**config.mk**
```make
export PLATFORM = sky130hd
export DESIGN_NAME = acsc_alu
export DESIGN_NICKNAME = d
export VERILOG_FILES = /design/src/hw/rtl/acsc_pkg.sv /design/src/hw/rtl/acsc_alu.sv
export SDC_FILE = /design/constraint.sdc
export NUM_CORES = 1
export LEC_CHECK = 0
export BUFFER_PORTS_ARGS = -buffer_cell sky130_fd_sc_hd__buf_2
export CAP_MARGIN = 20
export CELL_PAD_IN_SITES_DETAIL_PLACEMENT = 2
export CELL_PAD_IN_SITES_GLOBAL_PLACEMENT = 2
export CORE_MARGIN = 5
export CORE_UTILIZATION = 31
export DETAILED_ROUTE_END_ITERATION = 7
export MAX_ROUTING_LAYER = met4
export PLACE_DENSITY_LB_ADDON = 0.1
export SYNTH_ARGS = -nofsm -noshare
export SYNTH_HDL_FRONTEND = slang
export SYNTH_SLANG_ARGS = --single-unit
```
**constraint.sdc**
```tcl
create_clock -name vclk -period 4.4
set_input_delay 0.44 -clock vclk [all_inputs]
set_output_delay 0.44 -clock vclk [all_outputs]
set_load 0.02 [all_outputs]
```
**src/hw/rtl/acsc_pkg.sv**
```systemverilog
// Shared types and constants for the accumulator/stack CPU core.
// No dependencies; imported by every module of the core.
`default_nettype none

package acsc_pkg;

  // Default memory size in 32-bit words
  localparam int unsigned MEM_WORDS_DEF = 4096;

  // Instruction word layout
  localparam int unsigned OPC_BITS      = 8;
  localparam int unsigned IMM_BITS      = 24;
  localparam logic [7:0]  OPC_MASK      = 8'((1 << OPC_BITS) - 1);

  // Configuration
  localparam int unsigned STACK_TOP_W     = 24;
  localparam logic [23:0] STACK_TOP_RESET = 24'((1 << 23) - 1);
  localparam int unsigned CFG_ADDR_W      = 3;
  localparam logic        CFG_REG_STACK_TOP = 1'b0;

  // Transaction modes
  localparam logic [1:0] MODE_WR    = 2'd0;
  localparam logic [1:0] MODE_RD    = 2'd1;
  localparam logic [1:0] MODE_START = 2'd2;
  localparam logic [1:0] MODE_STEP  = 2'd3;

  // Run status codes
  localparam logic [1:0] RUN_ACTIVE = 2'd0;
  localparam logic [1:0] RUN_HALTED = 2'd1;
  localparam logic [1:0] RUN_BADOP  = 2'd2;

  // Opcodes
  localparam logic [7:0] OPC_LDC  = 8'd0;
  localparam logic [7:0] OPC_ADC  = 8'd1;
  localparam logic [7:0] OPC_LDL  = 8'd2;
  localparam logic [7:0] OPC_STL  = 8'd3;
  localparam logic [7:0] OPC_LDNL = 8'd4;
  localparam logic [7:0] OPC_STNL = 8'd5;
  localparam logic [7:0] OPC_ADD  = 8'd6;
  localparam logic [7:0] OPC_SUB  = 8'd7;
  localparam logic [7:0] OPC_SHL  = 8'd8;
  localparam logic [7:0] OPC_SHR  = 8'd9;
  localparam logic [7:0] OPC_ADJ  = 8'd10;
  localparam logic [7:0] OPC_A2SP = 8'd11;
  localparam logic [7:0] OPC_SP2A = 8'd12;
  localparam logic [7:0] OPC_CALL = 8'd13;
  localparam logic [7:0] OPC_RET  = 8'd14;
  localparam logic [7:0] OPC_BRZ  = 8'd15;
  localparam logic [7:0] OPC_BRLZ = 8'd16;
  localparam logic [7:0] OPC_BR   = 8'd17;
  localparam logic [7:0] OPC_HALT = 8'd18;

  // Shared ALU operations
  typedef enum logic [1:0] {
    ALU_ADD,
    ALU_SUB,
    ALU_SHL,
    ALU_SHR
  } alu_op_t;

endpackage

`default_nettype wire

```
**src/hw/rtl/acsc_alu.sv**
```systemverilog
// Shared 32-bit add/subtract/shift unit of the CPU core.
// Depends on acsc_pkg (alu_op_t).
`default_nettype none

module acsc_alu
  import acsc_pkg::*;
(
  input  alu_op_t     op,
  input  logic [31:0] x,
  input  logic [31:0] y,
  output logic [31:0] res
);

  logic big_shift;

  // any amount of 32 or more, negative counts as large
  assign big_shift = |y[31:5];

  always_comb begin
    case (op)
      ALU_ADD: res = x + y;
      ALU_SUB: res = x - y;
      ALU_SHL: res = big_shift ? 32'd0 : (x << y[4:0]);
      ALU_SHR: res = big_shift ? {32{x[31]}} : 32'($signed(x) >>> y[4:0]);
      default: res = x + y;
    endcase
  end

endmodule

`default_nettype wire

```
==> summary.txt, run 1 <==
Finish
  • Final net count: 1,093
  • Design Area, Final: 0.00798 mm^2
  • CLK BUF: 0
  • Reg area: 0 um^2
  • Antenna fix cells: 0
  • Share of layout cells above drive strength 1: 35.1%
  • Layout area overhead: 32.5%
  • Final core occ: 41.4%
  • Seq cells: 0

Place
  • Cell Area, Placed: 0.00742 mm^2
  • Post-DP HPWL: 26.5 mm
  • I/O Buffers: 98
  • RD Place Congestion: 0.951

GRT
  • Vias in the first global route: 8,007
  • Initial antenna violation count: 1
  • First-pass GRT wire length: 49.2 mm
  • Largest net degree at the start of global routing: 67
  • GRT overflow: 0
  • GRT Total Usage: 29.3%

CTS
  • CTS Hold Bufs: 0

Yosys
  • Syn. warnings: 0
  • Mapped Area: 0.00602 mm^2
  • Top-area cell type share of the netlist area: 13.8%
  • Yosys cell types: 67
  • Gate Count Post-Synth: 838
  • Top post-synthesis cells by area: mux4_2 (14%), mux2i_1 (12%), nor2_1 (8.3%)
  • Top cells by count, synth: nor2_1 (133), a21oi_1 (96), mux2i_1 (75)
  • Area leader, netlist: mux4_2
  • Most common cell in the netlist: nor2_1
  • Register area share after synthesis: 0%
  • Syn_area_per_cell: 7.18 um^2
  • Syn Nets: 938

Pwr
  • Leakage power: 3.41 nW
  • Final Total Pwr: 1.56 mW
  • Pwr/cell area: 195 mW/mm^2
  • Internal: 0.625 mW
  • Clock share of power: 0%
  • Sw frac: 59.8%
  • Max IR drop VDD: 0.0706 mV
  • Logic pwr share: 100.0%
  • Switch Pwr: 0.930 mW
  • Flop pwr share: 0%

Routing
  • Final WL: 34.8 mm
  • Iteration-0 DRC Markers: 577
  • DRT Pass-1 Iters: 6
  • Vias per cell: 6.24
  • Final ANT Viol Nets: 0
  • DRC: 0
  • Avg WL per Cell: 27.7 um
  • Vias: 7,832

Floorplanning
  • Die area: 0.0223 mm^2
  • Chip width: 149 um
  • Starting density of the core: 31.2%
  • Die Y-Extent: 149 um
  • Num rows: 51
  • # IOs: 98
  • Core area: 0.0193 mm^2

STA
  • Min setup slack post-route: -0.181 ns
  • Setup-failing EPs final: 10
  • Highest clock rate: 218 MHz
  • Final Cycle Share: 104%
  • RSZ-0062 raised after global routing: true
  • Worst rel slew slack: 34.6%
  • Actual slew at the worst max-slew pin: 0.981 ns
  • Setup tns final: -0.904 ns
  • Final Hold Vio Count: 0
  • Final worst path period need: 4.58 ns
  • Final slew viol count: 0

Status
  • Status: finished, violations left
  • Failing checks: negative setup slack

Critical path
  • Crit. End Element: output port
  • Required @ worst endpoint: 3.96 ns
  • Critical Path Fanout Max: 4
  • Startpoint types: primary input
  • Worst EP arrival: 4.14 ns
  • Crit Path Category: in2out

Min path
  • Hold wc startpoint: op[0]
  • Number of cells on the worst hold path: 5
  • Hold WC Path Type: in2out
  • Worst Hold End: res[31]

Flow run
  • Max_cap viols: 0
[metrics by stage]
stage / setup slack (ns) / hold WS (ns) / cells
after floorplan: 0.0204 / 1.11 / 838
after global placement: -0.199 / 1.45 / 1237
after detailed placement: -0.440 / 1.46 / 1237
after CTS: -0.0450 / 1.46 / 1239
after global routing: -0.330 / 1.45 / 1256
final: -0.181 / 1.44 / 1256
[worst max path at each step]
| stage | slack [ns] | endpoint | cells past startpoint | startpoint |
|---|---|---|---|---|
| 2_1_floorplan | 0.02 | res[29] | 21 | y[0] |
| 3_3_place_gp | -0.20 | res[30] | 16 | y[2] |
| 6_report | -0.18 | res[17] | 18 | y[3] |
| 3_5_place_dp | -0.44 | res[26] | 16 | y[8] |
| 4_1_cts | -0.05 | res[30] | 18 | y[2] |
| 5_1_grt | -0.33 | res[30] | 16 | y[3] |
[routing by layer]
metal  GRT usage (%)  wire, um  share of wire (%)
met4            7.09       826                2.4
met1            40.7     15600                 45
met5               -         0                  0
met2            46.4     16700                 48
met3            2.19      1740                5.0
[kinds of logic after synthesis]
| group | share of synthesized area [%] |
|---|---|
| AND/OR/NAND/NOR | 21.8 |
| buffers and inverters | 6.15 |
| multiplexers | 28.7 |
| AO/OA/AOI/OAI | 28.2 |
| XOR/XNOR | 7.88 |
| adder cells (fa/ha/maj) | 7.19 |
[placed cells by master, fill, tap and decap left out, drive strengths merged, types with 7 or more instances in the layout]
cell and count:
a211oi 20, a21o 20, a21oi 99, a31oi 9
buf 218, ha 33, inv 21, mux2 13
mux2i 75, mux4 37, nand2 34, nand3 14
nor2 134, nor3 35, nor4 7, o21a 7
o21ai 54, o221ai 17, o22ai 8, o31ai 7
or3 8, xnor2 33, xor2 19
[area by class of cell]
type / instances / area, um^2
Inverter: 22 / 90.1
Multi-Input combinational cell: 751 / 6070
Fill cell: 2297 / 11300
Tap cell: 265 / 332
Timing Repair Buffer: 218 / 1490
[power by group through the flow]
stage,Combinational [mW],Clock (mW),Sequential [mW]
detailed placement,1.36,0,0
finish,1.56,0,0
global route,1.64,0,0
floorplan,0.813,0,0
CTS,1.41,0,0
global placement,1.31,0,0
[timing repair]
item,4_1_cts,5_1_grt
buffers inserted,2,17
gates cloned,0,0
gates resized for setup,32,54
pin swaps,9,46
setup endpoints to repair,12,16
[worst max-delay path, stage by stage]
cell and delay, ns:
buf_6 0.09, or4_4 0.56, or2_4 0.31, nor2_4 0.13
a21oi_4 0.06, xnor2_2 0.16, ha_4 0.30, nand4_1 0.19
buf_4 0.21, a211oi_2 0.25, buf_4 0.18, o211ai_4 0.10
buf_4 0.15, a21boi_2 0.14, o211ai_1 0.17, a2111oi_2 0.34
nand3b_1 0.21, buf_6 0.14
Note: power is estimated with default switching activity, not from simulation.
==> run 2: changes to the inputs <==
ABC_AREA = 1   (was unset)
CORE_UTILIZATION = 26   (was 31)
==> summary.txt, run 2 <==
GRT
  • GRT Total Usage: 29.2%
  • Vias in the first global route: 11,000
  • First-pass GRT wire length: 64.2 mm
  • Initial antenna violation count: 0
  • GRT overflow: 0
  • Largest net degree at the start of global routing: 63

Yosys
  • Register area share after synthesis: 0%
  • Mapped Area: 0.00681 mm^2
  • Syn. warnings: 0
  • Syn_area_per_cell: 4.68 um^2
  • Area leader, netlist: nand2_1
  • Most common cell in the netlist: nand2_1
  • Syn Nets: 1,557
  • Gate Count Post-Synth: 1,457
  • Top-area cell type share of the netlist area: 32.7%
  • Yosys cell types: 43
  • Top cells by count, synth: nand2_1 (594), nand3_1 (312), inv_1 (142)
  • Top post-synthesis cells by area: nand2_1 (33%), nand3_1 (23%), inv_1 (7.8%)

Pwr
  • Final Total Pwr: 1.26 mW
  • Pwr/cell area: 165 mW/mm^2
  • Leakage power: 4.28 nW
  • Internal: 0.364 mW
  • Sw frac: 71.1%
  • Flop pwr share: 0%
  • Logic pwr share: 100.0%
  • Max IR drop VDD: 0.0586 mV
  • Clock share of power: 0%
  • Switch Pwr: 0.897 mW

Finish
  • Share of layout cells above drive strength 1: 10.7%
  • Layout area overhead: 12.4%
  • Seq cells: 0
  • Design Area, Final: 0.00766 mm^2
  • Reg area: 0 um^2
  • Antenna fix cells: 0
  • Final core occ: 29.5%
  • Commonest cells after routing, fill and taps aside: nand2_1 (594), nand3_1 (312), inv_1 (142)
  • Final net count: 1,622
  • CLK BUF: 0
  • Multi-input logic area: 0.00601 mm^2
  • Most common cell after layout, fill and taps aside: nand2_1
  • Filler cells: 3,570

Critical path
  • Critical path's top delay family: simple AND/OR/NAND/NOR gates
  • Worst Path Buf+Inv: 3
  • Crit. path cell count: 18
  • Required @ worst endpoint: 3.96 ns
  • Crit. End Element: output port
  • Startpoint types: primary input
  • Crit-path most repeated cell: nand2_1
  • Critical Path Fanout Max: 5
  • Critical Path, Cell by Cell: buf_2, inv_2, ha_1, nand3_2, nor2_2, nand2_1, o21ai_2, nand2_1, xnor2_1, ha_1, nand2_1, nor2_1, and2_1, nand4_1, nand4_1, nand3_1, nand3_1, buf_2
  • Critical path's slowest cell: ha_1
  • CP peak stage delay: 0.43 ns
  • Worst EP arrival: 3.78 ns
  • Crit Path Category: in2out

Floorplanning
  • Num rows: 59
  • Core area: 0.0259 mm^2
  • Die area: 0.0295 mm^2
  • Chip width: 172 um
  • Die Y-Extent: 172 um
  • # IOs: 98
  • Starting density of the core: 26.3%

STA
  • Actual slew at the worst max-slew pin: 0.844 ns
  • Min setup slack post-route: 0.183 ns
  • Final worst path period need: 4.22 ns
  • Highest clock rate: 237 MHz
  • Final slew viol count: 0
  • Final Cycle Share: 95.8%
  • RSZ-0062 raised after global routing: false
  • Setup tns final: 0 ns
  • Worst rel slew slack: 43.2%
  • Final Hold Vio Count: 0
  • Setup-failing EPs final: 0

Place
  • Post-DP HPWL: 36.3 mm
  • I/O Buffers: 98
  • RD Place Congestion: 0.917
  • Cell Area, Placed: 0.00765 mm^2
  • DP Worst Slack: 0.168 ns

Routing
  • Iteration-0 DRC Markers: 514
  • Final ANT Viol Nets: 0
  • Vias per cell: 5.47
  • DRT Pass-1 Iters: 5
  • Vias: 10,200
  • Avg WL per Cell: 22.8 um
  • Final WL: 42.3 mm
  • DRC: 0

Min path
  • Number of cells on the worst hold path: 6
  • Hold WC Path Type: in2out

Flow run
  • Max_cap viols: 0

Status
  • Status: finished clean
## run 2: cell count changes in the layout (fill, tap and decap cells not counted), sizes merged, moves of 17 or more
cell	delta
a211oi	-20
a21o	-19
a21oi	-42
buf	-96
inv	+126
mux2i	-75
mux4	-37
nand2	+567
nand3	+300
nor2	-39
nor3	-25
o221ai	-17
xnor2	-27
## run 2: worst paths after layout
check | startpoint | end | slack [ns]
setup / recovery | y[1] | res[18] | 0.18
hold / removal | x[0] | res[0] | 1.51
## run 2: metrics by stage
stage                     cells  hold WS [ns]
after floorplan            1457          1.22
after detailed placement   1855          1.53
final                      1855          1.51
after global routing       1855          1.60
after CTS                  1855          1.53
after global placement     1855          1.53
## run 2: what timing repair did
item | CTS | global route
gates resized for setup | 0 | 3
hold buffers | 0 | 0
setup endpoints to repair | 0 | 3
buffers inserted | 0 | 0
## run 2: layer usage
| metal | share of wire, % | up-vias | global-route usage [%] |
|---|---|---|---|
| li1 | - | 4865 | - |
| met1 | 41 | 4979 | 33.5 |
| met2 | 51 | 213 | 54.0 |
| met3 | 2.4 | 93 | 0.549 |
| met4 | 5.1 | 0 | 11.4 |
| met5 | 0 | - | - |
## run 2: cells by family after synthesis
kind of cell             share of synthesized area [%]
AND/OR/NAND/NOR                                   67.1
AO/OA/AOI/OAI                                     10.4
buffers and inverters                             12.0
adder cells (fa/ha/maj)                           6.36
XOR/XNOR                                          4.11
## run 2: power by group through the flow
stage / Clock [mW] / Combinational [mW] / Sequential, mW
6_report: 0 / 1.26 / 0
4_1_cts: 0 / 1.26 / 0
2_1_floorplan: 0 / 0.774 / 0
3_3_place_gp: 0 / 1.23 / 0
5_1_grt: 0 / 1.39 / 0
3_5_place_dp: 0 / 1.26 / 0
## run 2: cell type report
cell class / instances / share of cell area [%]
tap: 335 / 5.47
multi-input combinational: 1249 / 78.5
timing repair buffer: 122 / 8.76
inverter: 149 / 7.31
